**src/hw/rtl/ccond_pkg.sv**
```systemverilog
// shared types and constants of the control axis conditioner
package ccond_pkg;

   // operand and result widths of the serial arithmetic unit
   localparam int OPA_W = 31;
   localparam int OPB_W = 17;
   localparam int Y_W = 11;
   localparam int ACC_W = 42;
   localparam int Q_W = 14;
   localparam int DSR_W = OPB_W + Q_W - 1;
   localparam int CNT_W = 4;

   // curve divisor 256000000 is a shift by 11 then a divide by 125000
   localparam int CURVE_SHIFT = 11;
   localparam logic [OPB_W-1:0] CURVE_DIVISOR = 17'd125000;
   localparam logic [10:0] KILO = 11'd1000;
   localparam logic [29:0] MEGA = 30'd1000000;

   localparam logic [3:0] MODE_NONE = 4'd0;
   localparam logic [3:0] MODE_DEV_AXIS = 4'd1;
   localparam logic [3:0] MODE_DEV_BUTTON = 4'd2;
   localparam logic [3:0] MODE_DEV_HAT = 4'd3;
   localparam logic [3:0] MODE_DEV_KEY = 4'd4;
   localparam logic [3:0] MODE_KBD_AXIS = 4'd5;
   localparam logic [3:0] MODE_KBD_BUTTON = 4'd6;
   localparam logic [3:0] MODE_KBD_HAT = 4'd7;
   localparam logic [3:0] MODE_KBD_KEY = 4'd8;

   localparam logic [2:0] REG_MODE = 3'd0;
   localparam logic [2:0] REG_AXIS_MIN = 3'd1;
   localparam logic [2:0] REG_AXIS_MAX = 3'd2;
   localparam logic [2:0] REG_NEGATE = 3'd3;
   localparam logic [2:0] REG_RISE_STEP = 3'd4;
   localparam logic [2:0] REG_FALL_STEP = 3'd5;
   localparam logic [2:0] REG_LINEARITY = 3'd6;
   localparam logic [2:0] REG_HAT_TARGET = 3'd7;

   typedef enum logic [3:0] {
      ST_IDLE,
      ST_SRC,
      ST_AXMUL,
      ST_AXDIV,
      ST_CURVE,
      ST_SQ,
      ST_WGT,
      ST_INNER,
      ST_DIV,
      ST_FIN
   } state_type;

   typedef enum logic {
      OP_MUL,
      OP_DIV
   } arith_op_type;

   typedef struct packed {
      logic start;
      arith_op_type op;
      logic [OPA_W-1:0] opa;
      logic [OPB_W-1:0] opb;
   } arith_cmd_type;

   typedef struct packed {
      logic busy;
      logic [ACC_W-1:0] product;
      logic [Q_W-1:0] quotient;
   } arith_stat_type;

endpackage

```
**src/hw/rtl/ccond_arith.sv**
```systemverilog
// bit-serial shift-add multiplier and restoring divider shared by all steps
module ccond_arith (
   input  logic clock,
   input  logic reset,
   input  ccond_pkg::arith_cmd_type cmd,
   output ccond_pkg::arith_stat_type stat
);

   logic [ccond_pkg::ACC_W-1:0] acc_ff, acc_in;
   logic [ccond_pkg::OPA_W-1:0] x_ff, x_in;
   logic [ccond_pkg::Y_W-1:0] y_ff, y_in;
   logic [ccond_pkg::OPA_W-1:0] rem_ff, rem_in;
   logic [ccond_pkg::DSR_W-1:0] dsr_ff, dsr_in;
   logic [ccond_pkg::Q_W-1:0] q_ff, q_in;
   logic [ccond_pkg::CNT_W-1:0] cnt_ff, cnt_in;
   logic busy_ff, busy_in;
   ccond_pkg::arith_op_type op_ff, op_in;

   always_comb begin
      acc_in = acc_ff;
      x_in = x_ff;
      y_in = y_ff;
      rem_in = rem_ff;
      dsr_in = dsr_ff;
      q_in = q_ff;
      cnt_in = cnt_ff;
      busy_in = busy_ff;
      op_in = op_ff;
      if (cmd.start) begin
         busy_in = 1'b1;
         op_in = cmd.op;
         if (cmd.op == ccond_pkg::OP_MUL) begin
            acc_in = '0;
            x_in = cmd.opa;
            y_in = cmd.opb[ccond_pkg::Y_W-1:0];
            cnt_in = ccond_pkg::CNT_W'(ccond_pkg::Y_W - 1);
         end else begin
            rem_in = cmd.opa;
            dsr_in = {cmd.opb, {(ccond_pkg::Q_W-1){1'b0}}};
            q_in = '0;
            cnt_in = ccond_pkg::CNT_W'(ccond_pkg::Q_W - 1);
         end
      end else if (busy_ff) begin
         if (op_ff == ccond_pkg::OP_MUL) begin
            // msb first: one multiplier bit per cycle
            acc_in = {acc_ff[ccond_pkg::ACC_W-2:0], 1'b0}
               + (y_ff[ccond_pkg::Y_W-1]
                  ? {{(ccond_pkg::ACC_W-ccond_pkg::OPA_W){1'b0}}, x_ff}
                  : {ccond_pkg::ACC_W{1'b0}});
            y_in = {y_ff[ccond_pkg::Y_W-2:0], 1'b0};
         end else begin
            // one quotient bit per cycle
            if (rem_ff >= {1'b0, dsr_ff}) begin
               rem_in = rem_ff - {1'b0, dsr_ff};
               q_in = {q_ff[ccond_pkg::Q_W-2:0], 1'b1};
            end else begin
               q_in = {q_ff[ccond_pkg::Q_W-2:0], 1'b0};
            end
            dsr_in = {1'b0, dsr_ff[ccond_pkg::DSR_W-1:1]};
         end
         cnt_in = cnt_ff - 1'b1;
         if (cnt_ff == '0) begin
            busy_in = 1'b0;
         end
      end
   end

   always_ff @(posedge clock) begin
      if (reset) begin
         busy_ff <= 1'b0;
         cnt_ff <= '0;
         op_ff <= ccond_pkg::OP_MUL;
      end else begin
         busy_ff <= busy_in;
         cnt_ff <= cnt_in;
         op_ff <= op_in;
      end
   end

   always_ff @(posedge clock) begin
      acc_ff <= acc_in;
      x_ff <= x_in;
      y_ff <= y_in;
      rem_ff <= rem_in;
      dsr_ff <= dsr_in;
      q_ff <= q_in;
   end

   assign stat.busy = busy_ff;
   assign stat.product = acc_ff;
   assign stat.quotient = q_ff;

endmodule

```
**src/hw/rtl/control_axis_conditioner_top.sv**
```systemverilog
// control axis conditioner top level: source select, ramp, scaling and curve
//
// channel   direction  handshake               payload
// req       in         req_valid / req_stall   req_axis_sample, req_pressed, req_hat_sample
// rsp       out        rsp_valid / rsp_stall   rsp_value
// csr       in/out     psel penable pwrite     paddr, pwdata, prdata, pready
//
// one word at a time; an axis that needs scaling adds a multiply and a divide in the
// bit-serial multiply/divide unit, and source none skips the arithmetic
// synchronous reset loads register defaults, clears ramp and last value; no clearing pass
// a new word is taken while the previous result waits in the output register
module control_axis_conditioner_top (
   input  logic clock,
   input  logic reset,
   input  logic req_valid,
   output logic req_stall,
   input  logic signed [10:0] req_axis_sample,
   input  logic req_pressed,
   input  logic [15:0] req_hat_sample,
   output logic rsp_valid,
   input  logic rsp_stall,
   output logic signed [13:0] rsp_value,
   input  logic psel,
   input  logic penable,
   input  logic pwrite,
   input  logic [4:0] paddr,
   input  logic [31:0] pwdata,
   output logic [31:0] prdata,
   output logic pready
);

   // configuration
   logic [3:0] mode_ff, mode_in;
   logic signed [10:0] axis_min_ff, axis_min_in;
   logic signed [10:0] axis_max_ff, axis_max_in;
   logic negate_ff, negate_in;
   logic [9:0] rise_step_ff, rise_step_in;
   logic [9:0] fall_step_ff, fall_step_in;
   logic [8:0] linearity_ff, linearity_in;
   logic [15:0] hat_target_ff, hat_target_in;
   logic csr_write;

   // control and state
   ccond_pkg::state_type state_ff, state_in;
   logic signed [11:0] key_ramp_ff, key_ramp_in;
   logic signed [13:0] last_value_ff, last_value_in;
   logic rsp_valid_ff, rsp_valid_in;
   logic signed [13:0] rsp_value_ff, rsp_value_in;

   // datapath
   logic signed [10:0] sample_ff, sample_in;
   logic pressed_ff, pressed_in;
   logic [15:0] hat_ff, hat_in;
   logic signed [11:0] v_ff, v_in;
   logic neg_ff, neg_in;
   logic signed [13:0] res_ff, res_in;

   logic req_accept;
   logic rsp_load;
   logic signed [12:0] lo13, hi13, kr_up, kr_dn, kr_new;
   logic signed [11:0] lo12, hi12, ax_in, clamped, ax_ofs, span;
   logic [10:0] dist_mag, span_mag;
   logic span_direct;
   logic signed [11:0] vraw;
   logic signed [11:0] v_abs;
   logic [10:0] m;
   logic signed [9:0] lw;
   logic [8:0] lw_mag;
   logic [29:0] lin_term;
   logic signed [32:0] s_val;
   logic [30:0] s_mag;
   logic [13:0] q;
   logic signed [14:0] q_neg;
   logic signed [13:0] res_sat;

   ccond_pkg::arith_cmd_type cmd;
   ccond_pkg::arith_stat_type stat;

   ccond_arith u_arith (
      .clock (clock),
      .reset (reset),
      .cmd   (cmd),
      .stat  (stat)
   );

   // configuration port
   assign pready = 1'b1;
   assign csr_write = psel && penable && pwrite;

   always_comb begin
      mode_in = mode_ff;
      axis_min_in = axis_min_ff;
      axis_max_in = axis_max_ff;
      negate_in = negate_ff;
      rise_step_in = rise_step_ff;
      fall_step_in = fall_step_ff;
      linearity_in = linearity_ff;
      hat_target_in = hat_target_ff;
      if (csr_write) begin
         case (paddr[4:2])
            ccond_pkg::REG_MODE: mode_in = pwdata[3:0];
            ccond_pkg::REG_AXIS_MIN: axis_min_in = pwdata[10:0];
            ccond_pkg::REG_AXIS_MAX: axis_max_in = pwdata[10:0];
            ccond_pkg::REG_NEGATE: negate_in = pwdata[0];
            ccond_pkg::REG_RISE_STEP: rise_step_in = pwdata[9:0];
            ccond_pkg::REG_FALL_STEP: fall_step_in = pwdata[9:0];
            ccond_pkg::REG_LINEARITY: linearity_in = pwdata[8:0];
            ccond_pkg::REG_HAT_TARGET: hat_target_in = pwdata[15:0];
            default: mode_in = mode_ff;
         endcase
      end
   end

   always_comb begin
      case (paddr[4:2])
         ccond_pkg::REG_MODE: prdata = {28'b0, mode_ff};
         ccond_pkg::REG_AXIS_MIN: prdata = {21'b0, axis_min_ff};
         ccond_pkg::REG_AXIS_MAX: prdata = {21'b0, axis_max_ff};
         ccond_pkg::REG_NEGATE: prdata = {31'b0, negate_ff};
         ccond_pkg::REG_RISE_STEP: prdata = {22'b0, rise_step_ff};
         ccond_pkg::REG_FALL_STEP: prdata = {22'b0, fall_step_ff};
         ccond_pkg::REG_LINEARITY: prdata = {23'b0, linearity_ff};
         ccond_pkg::REG_HAT_TARGET: prdata = {16'b0, hat_target_ff};
         default: prdata = '0;
      endcase
   end

   // handshakes
   assign req_stall = (state_ff != ccond_pkg::ST_IDLE);
   assign req_accept = req_valid && !req_stall;
   assign rsp_load = (state_ff == ccond_pkg::ST_FIN) && (!rsp_valid_ff || !rsp_stall);
   assign rsp_valid = rsp_valid_ff;
   assign rsp_value = rsp_value_ff;

   // keyboard ramp and axis clamp
   assign lo13 = {{2{axis_min_ff[10]}}, axis_min_ff};
   assign hi13 = {{2{axis_max_ff[10]}}, axis_max_ff};
   assign lo12 = lo13[11:0];
   assign hi12 = hi13[11:0];
   assign kr_up = $signed({key_ramp_ff[11], key_ramp_ff}) + $signed({3'b000, rise_step_ff});
   assign kr_dn = $signed({key_ramp_ff[11], key_ramp_ff}) - $signed({3'b000, fall_step_ff});
   assign kr_new = pressed_ff ? ((kr_up > hi13) ? hi13 : kr_up)
                              : ((kr_dn < lo13) ? lo13 : kr_dn);
   assign ax_in = (mode_ff == ccond_pkg::MODE_KBD_AXIS) ? kr_new[11:0]
                                                        : {sample_ff[10], sample_ff};
   assign clamped = (ax_in < lo12) ? lo12 : ((ax_in > hi12) ? hi12 : ax_in);
   assign ax_ofs = clamped - lo12;
   assign span = hi12 - lo12;
   assign dist_mag = ax_ofs[11] ? 11'(-ax_ofs) : ax_ofs[10:0];
   assign span_mag = span[11] ? 11'(-span) : span[10:0];
   assign span_direct = span inside {12'sd0, 12'sd1000};

   // curve operands
   assign v_abs = v_ff[11] ? -v_ff : v_ff;
   assign m = v_abs[10:0];
   assign lw = 10'sd256 - $signed({1'b0, linearity_ff});
   assign lw_mag = lw[9] ? 9'(-lw) : lw[8:0];
   assign lin_term = 30'(linearity_ff) * ccond_pkg::MEGA;
   assign s_val = lw[9] ? ($signed({3'b000, lin_term}) - $signed({2'b00, stat.product[30:0]}))
                        : ($signed({3'b000, lin_term}) + $signed({2'b00, stat.product[30:0]}));
   assign s_mag = s_val[32] ? 31'(-s_val) : s_val[30:0];

   // result sign and saturation
   assign q = stat.quotient;
   assign q_neg = -$signed({1'b0, q});
   always_comb begin
      if (!neg_ff) begin
         res_sat = (q > 14'd8191) ? 14'sd8191 : $signed({1'b0, q[12:0]});
      end else begin
         res_sat = (q > 14'd8192) ? $signed(14'h2000) : q_neg[13:0];
      end
   end

   always_comb begin
      state_in = state_ff;
      key_ramp_in = key_ramp_ff;
      last_value_in = last_value_ff;
      rsp_valid_in = rsp_valid_ff && rsp_stall;
      rsp_value_in = rsp_value_ff;
      sample_in = sample_ff;
      pressed_in = pressed_ff;
      hat_in = hat_ff;
      neg_in = neg_ff;
      res_in = res_ff;
      vraw = '0;
      v_in = v_ff;
      cmd.start = 1'b0;
      cmd.op = ccond_pkg::OP_MUL;
      cmd.opa = '0;
      cmd.opb = '0;
      case (state_ff)
         ccond_pkg::ST_IDLE: begin
            if (req_accept) begin
               sample_in = req_axis_sample;
               pressed_in = req_pressed;
               hat_in = req_hat_sample;
               state_in = ccond_pkg::ST_SRC;
            end
         end
         ccond_pkg::ST_SRC: begin
            state_in = ccond_pkg::ST_CURVE;
            case (mode_ff)
               ccond_pkg::MODE_DEV_AXIS, ccond_pkg::MODE_KBD_AXIS: begin
                  if (mode_ff == ccond_pkg::MODE_KBD_AXIS) begin
                     key_ramp_in = kr_new[11:0];
                  end
                  vraw = ax_ofs;
                  if (!span_direct) begin
                     cmd.start = 1'b1;
                     cmd.op = ccond_pkg::OP_MUL;
                     cmd.opa = ccond_pkg::OPA_W'(dist_mag);
                     cmd.opb = ccond_pkg::OPB_W'(ccond_pkg::KILO);
                     neg_in = ax_ofs[11] ^ span[11];
                     state_in = ccond_pkg::ST_AXMUL;
                  end
               end
               ccond_pkg::MODE_DEV_BUTTON: vraw = pressed_ff ? 12'sd1000 : 12'sd0;
               ccond_pkg::MODE_DEV_HAT: vraw = (hat_ff == hat_target_ff) ? 12'sd1000 : 12'sd0;
               ccond_pkg::MODE_DEV_KEY, ccond_pkg::MODE_KBD_HAT: vraw = 12'sd0;
               ccond_pkg::MODE_KBD_BUTTON: vraw = pressed_ff ? hi12 : lo12;
               ccond_pkg::MODE_KBD_KEY: vraw = pressed_ff ? hi12 : 12'sd0;
               default: begin
                  res_in = last_value_ff;
                  state_in = ccond_pkg::ST_FIN;
               end
            endcase
            v_in = negate_ff ? (12'sd1000 - vraw) : vraw;
         end
         ccond_pkg::ST_AXMUL: begin
            if (!stat.busy) begin
               cmd.start = 1'b1;
               cmd.op = ccond_pkg::OP_DIV;
               cmd.opa = stat.product[ccond_pkg::OPA_W-1:0];
               cmd.opb = ccond_pkg::OPB_W'(span_mag);
               state_in = ccond_pkg::ST_AXDIV;
            end
         end
         ccond_pkg::ST_AXDIV: begin
            if (!stat.busy) begin
               vraw = neg_ff ? -$signed({2'b00, q[9:0]}) : $signed({2'b00, q[9:0]});
               v_in = negate_ff ? (12'sd1000 - vraw) : vraw;
               state_in = ccond_pkg::ST_CURVE;
            end
         end
         ccond_pkg::ST_CURVE: begin
            // v squared
            cmd.start = 1'b1;
            cmd.op = ccond_pkg::OP_MUL;
            cmd.opa = ccond_pkg::OPA_W'(m);
            cmd.opb = ccond_pkg::OPB_W'(m);
            state_in = ccond_pkg::ST_SQ;
         end
         ccond_pkg::ST_SQ: begin
            if (!stat.busy) begin
               // cubic weight times v squared
               cmd.start = 1'b1;
               cmd.op = ccond_pkg::OP_MUL;
               cmd.opa = ccond_pkg::OPA_W'(stat.product[21:0]);
               cmd.opb = ccond_pkg::OPB_W'(lw_mag);
               state_in = ccond_pkg::ST_WGT;
            end
         end
         ccond_pkg::ST_WGT: begin
            if (!stat.busy) begin
               // (linear term plus cubic term) times v
               cmd.start = 1'b1;
               cmd.op = ccond_pkg::OP_MUL;
               cmd.opa = s_mag;
               cmd.opb = ccond_pkg::OPB_W'(m);
               neg_in = v_ff[11] ^ s_val[32];
               state_in = ccond_pkg::ST_INNER;
            end
         end
         ccond_pkg::ST_INNER: begin
            if (!stat.busy) begin
               cmd.start = 1'b1;
               cmd.op = ccond_pkg::OP_DIV;
               cmd.opa = stat.product[ccond_pkg::ACC_W-1:ccond_pkg::CURVE_SHIFT];
               cmd.opb = ccond_pkg::CURVE_DIVISOR;
               state_in = ccond_pkg::ST_DIV;
            end
         end
         ccond_pkg::ST_DIV: begin
            if (!stat.busy) begin
               res_in = res_sat;
               state_in = ccond_pkg::ST_FIN;
            end
         end
         ccond_pkg::ST_FIN: begin
            if (rsp_load) begin
               rsp_valid_in = 1'b1;
               rsp_value_in = res_ff;
               last_value_in = res_ff;
               state_in = ccond_pkg::ST_IDLE;
            end
         end
         default: state_in = ccond_pkg::ST_IDLE;
      endcase
   end

   always_ff @(posedge clock) begin
      if (reset) begin
         state_ff <= ccond_pkg::ST_IDLE;
         key_ramp_ff <= '0;
         last_value_ff <= '0;
         rsp_valid_ff <= 1'b0;
         mode_ff <= ccond_pkg::MODE_NONE;
         axis_min_ff <= 11'sd0;
         axis_max_ff <= 11'sd1000;
         negate_ff <= 1'b0;
         rise_step_ff <= 10'd5;
         fall_step_ff <= 10'd50;
         linearity_ff <= 9'd256;
         hat_target_ff <= 16'd0;
      end else begin
         state_ff <= state_in;
         key_ramp_ff <= key_ramp_in;
         last_value_ff <= last_value_in;
         rsp_valid_ff <= rsp_valid_in;
         mode_ff <= mode_in;
         axis_min_ff <= axis_min_in;
         axis_max_ff <= axis_max_in;
         negate_ff <= negate_in;
         rise_step_ff <= rise_step_in;
         fall_step_ff <= fall_step_in;
         linearity_ff <= linearity_in;
         hat_target_ff <= hat_target_in;
      end
   end

   always_ff @(posedge clock) begin
      rsp_value_ff <= rsp_value_in;
      sample_ff <= sample_in;
      pressed_ff <= pressed_in;
      hat_ff <= hat_in;
      v_ff <= v_in;
      neg_ff <= neg_in;
      res_ff <= res_in;
   end

   // the shared unit is never restarted while running
   assert property (@(posedge clock) disable iff (reset) cmd.start |-> !stat.busy)
      else $error("arith unit started while busy");

   // a delivered word always matches the stored last value
   assert property (@(posedge clock) disable iff (reset)
      rsp_load |=> rsp_valid_ff && (rsp_value_ff == last_value_ff))
      else $error("output word differs from last value");

   // the ramp only moves while a word is being sourced
   assert property (@(posedge clock) disable iff (reset)
      (!$past(reset) && !$stable(key_ramp_ff)) |-> $past(state_ff == ccond_pkg::ST_SRC))
      else $error("key ramp changed outside source step");

endmodule

```
**config.mk**
```make
export PLATFORM = sky130hd
export DESIGN_NAME = control_axis_conditioner_top
export DESIGN_NICKNAME = d
export VERILOG_FILES = /design/src/hw/rtl/ccond_pkg.sv /design/src/hw/rtl/ccond_arith.sv /design/src/hw/rtl/control_axis_conditioner_top.sv
export SDC_FILE = /design/constraint.sdc
export NUM_CORES = 1
export LEC_CHECK = 0
export ABC_AREA = 1
export BUFFER_PORTS_ARGS = -buffer_cell sky130_fd_sc_hd__buf_2
export CAP_MARGIN = 20
export CORE_MARGIN = 1
export CORE_UTILIZATION = 55
export DETAILED_ROUTE_END_ITERATION = 12
export PLACE_DENSITY = 0.86
export SLEW_MARGIN = 20
export SYNTH_ARGS = -nofsm -noshare
export SYNTH_HDL_FRONTEND = slang
export SYNTH_HIERARCHICAL = 1
export SYNTH_SLANG_ARGS = --single-unit
```
**constraint.sdc**
```tcl
create_clock -name clock -period 7.44 [get_ports clock]
set_input_delay 0.744 -clock clock [delete_from_list [all_inputs] [get_ports clock]]
set_output_delay 0.744 -clock clock [all_outputs]
set_load 0.005 [all_outputs]
```
==> out/qor.csv <==
stage;metric;value;unit
outcome;status;finished with violations;
outcome;violations;setup timing;
finish;drive_above_1_share;14.6;%
yosys;synthDistinctLibCells;71;
clock_network;clk_latency;0.58;ns
clock_network;cts_root_buf;clkbuf_16;
min_path;hp-class;in -> reg;
global_route;grt_max_degree;73;
timing;worst_pin_slew;1.17;ns
timing;finalClockSkew;0.0204;ns
die;initial_core_util;55.6;%
critical_path;cpMostUsedCell;nand2_1;
flow_run;drv_cap;0;
critical_path;critical_path_class;reg -> reg;
finish;layout_common_cells;nand2_1, inv_1, nor2_1;
clock_network;cts.clk_slew.worst_paths;0.07;ns
clock_network;cts_tree;built;
global_route;grt_overflow;0;
clock_network;clk_path_buf_depth;3;
critical_path;setup.worst_path.end;v_ff[11];
yosys;synth_edf_count;228;
finish;finalNetCount;5114;
die;die_w;238;um
critical_path;path_max_fanout;9;
global_route;track_usage;35.8;%
placement;portBuffers;85;
critical_path;r2r_slack;-0.57;ns
timing;fmax;125;MHz
pwr;power_switching;1880;uW
timing;period_needed;8.01;ns
detailed_routing;drtIter0Drc;3568;
pwr;p_total;5890;uW
global_route;antenna_found_initial;4;
critical_path;cp.required;7.76;ns
finish;layout_commonest_cell;nand2_1;
critical_path;r2r-start;key_ramp_ff[0];
timing;tns;-10.42;ns
timing;setup_viol;28;
critical_path;cp-start-kind;flip-flop;
finish;area_delta_synth_final;17.4;%
die;num_rows;86;
global_route;first_global_vias;30200;
pwr;vdd_drop_max;0.197;mV
yosys;yosysSeqAreaShare;29.5;%
clock_network;cts_sinks;337;
finish;final.fill_count;4725;
pwr;p_int;4000;uW
timing;fin_ws;-0.574;ns
critical_path;cp.arrival;8.33;ns
detailed_routing;drtAntennaViolNets;0;
yosys;synth-async-reset-ratio;0;%
yosys;syn_area;0.0306;sq mm
clock_network;cts_buffers;40;
critical_path;r2r_cells;51;
yosys;synthCells;4414;
global_route;grt_first_pass_wirelength;159;mm
pwr;power_density;164;mW/mm^2
die;core_region_area;0.0551;sq mm
critical_path;critPathMaxStageDelay;0.41;ns
yosys;yosysWarningCount;6;
pwr;power_leakage;0.0176;uW
timing;rsz0062_at_grt;yes;
placement;hpwl;78.9;mm
placement;globalplace.congestion;1.03;
critical_path;r2r_end;v_ff[11];
detailed_routing;via_per_inst;5.77;
yosys;avgSynthCellArea;6.94;sq um
detailed_routing;drt_first_pass_iters;6;
detailed_routing;vias;31900;
clock_network;htreeDepth;2;
critical_path;critPathSlowestCell;fa_2;
timing;slew_headroom;22.1;%
critical_path;startpoint;key_ramp_ff[0];
die;io_pins;121;
yosys;synthFlopType;edfxtp_1;
detailed_routing;drc;0;
timing;finalMaxSlewViolations;0;
pwr;pwr-share-seq;36.7;%
pwr;clockPowerShare;36.2;%
die;die_h;238;um
detailed_routing;wl_per_cell;18.8;um
critical_path;cp-end-kind;flip-flop;
die;dieArea;0.0566;sq mm
timing;hold_violations;0;
pwr;power.switching_fraction;32.0;%
pwr;power_frac_comb;27.1;%
yosys;ys_ff_latch;337;
detailed_routing;finalWirelength;104;mm
timing;finalCritPeriodShare;108;%
-- layer usage --
metal / part of all wire [%] / track usage, %
met5: 0.022 / 0
met4: 7.7 / 24.8
met3: 8.9 / 5.92
met2: 45 / 58.6
met1: 38 / 43.1
-- registers in the layout, summed over array words and instances, names as in the netlist, 11 cells and up --
register	cells
u_arith/acc_ff	42
u_arith/rem_ff	31
u_arith/x_ff	31
u_arith/dsr_ff	30
hat_ff	16
hat_target_ff	16
last_value_ff	14
res_ff	14
rsp_value	14
u_arith/q_ff	14
key_ramp_ff	12
v_ff	12
axis_max_ff	11
axis_min_ff	11
sample_ff	11
u_arith/y_ff	11
-- per-stage QoR --
stage / area [sq um] / instances / setup WS, ns / utilization, % / hold WS, ns
floorplan: 30800 / 4430 / -0.0563 / - / 0.421
global placement: 33600 / 5410 / -0.518 / 60.9 / 0.432
detailed placement: 33600 / 5410 / -0.769 / 60.9 / 0.439
CTS: 35600 / 5514 / -0.163 / 64.7 / 0.321
global route: 35900 / 5525 / -1.02 / 65.2 / 0.332
finish: 36000 / 5527 / -0.574 / 65.3 / 0.333
-- worst min-delay path by stage --
stage,end,slack (ns),depth (start not counted),startpoint
5_1_grt,sample_ff[10],0.33,1,req_axis_sample[10]
4_1_cts,sample_ff[0],0.32,1,req_axis_sample[0]
2_1_floorplan,rsp_value[0],0.42,0,res_ff[0]
3_5_place_dp,rsp_value[3],0.44,0,res_ff[3]
6_report,sample_ff[0],0.33,1,req_axis_sample[0]
3_3_place_gp,rsp_value[0],0.43,0,res_ff[0]
-- worst max-delay path: cells and delay by family (launching register included) --
| family | cells | cell delay (ns) |
|---|---|---|
| xor gates and xnor gates | 3 | 0.55 |
| adders and majority gates | 6 | 1.67 |
| and+or+nand+nor | 20 | 2.03 |
| buffers and inverters | 8 | 0.95 |
| DFF | 1 | 0.36 |
| AOI/OAI and AO/OA | 14 | 2.21 |
-- logic make-up after synthesis --
logic type      after synthesis  synth area share (%)
simple gates               1938                  26.9
mux                           2                0.0654
other cells                   2                0.0245
fa+ha+maj                   297                  12.8
buf+inv                     875                  11.1
compound gates              834                  15.7
xor+xnor                    129                  3.79
flops                       337                  29.5
-- cell usage after synthesis (51+ instances only) --
cell type | n | area, sq um
inv_1 | 738 | 2770
clkbuf_1 | 66 | 248
a21oi_1 | 320 | 1600
nand3_1 | 242 | 1210
edfxtp_1 | 228 | 6850
o211ai_1 | 52 | 390
o21ai_0 | 272 | 1360
ha_1 | 269 | 3370
xor2_1 | 90 | 788
nor3_1 | 51 | 255
nor2_1 | 368 | 1380
dfxtp_1 | 109 | 2180
nand2_1 | 1096 | 4110
-- final cells by class --
type / instances / area [sq um] / share of cell area, %
multi-input combinational: 3221 / 18900 / 52.7
timing repair inverter: 1 / 7.51 / 0.0209
antenna: 2 / 5.00 / 0.0139
sequential: 337 / 9030 / 25.1
tap: 748 / 936 / 2.60
inverter: 763 / 2870 / 7.99
clock buffer: 50 / 1130 / 3.15
clock inverter: 24 / 300 / 0.835
timing repair buffer: 381 / 2730 / 7.60
-- power groups by stage --
stage          clock network, uW  registers (uW)  logic [uW]
2_1_floorplan                  0            2180         865
4_1_cts                     2140            2160        1460
5_1_grt                     2210            2170        1730
3_3_place_gp                   0            2190        1320
6_report                    2130            2160        1590
3_5_place_dp                   0            2200        1350
-- what timing repair did --
item	4_1_cts	5_1_grt
endpoints found under the setup margin	32	48
pin swaps	69	46
buffers inserted	25	11
hold buffers	0	0
cloned	5	0
resized for setup	92	66
Note: power is estimated with default switching activity, not from simulation.
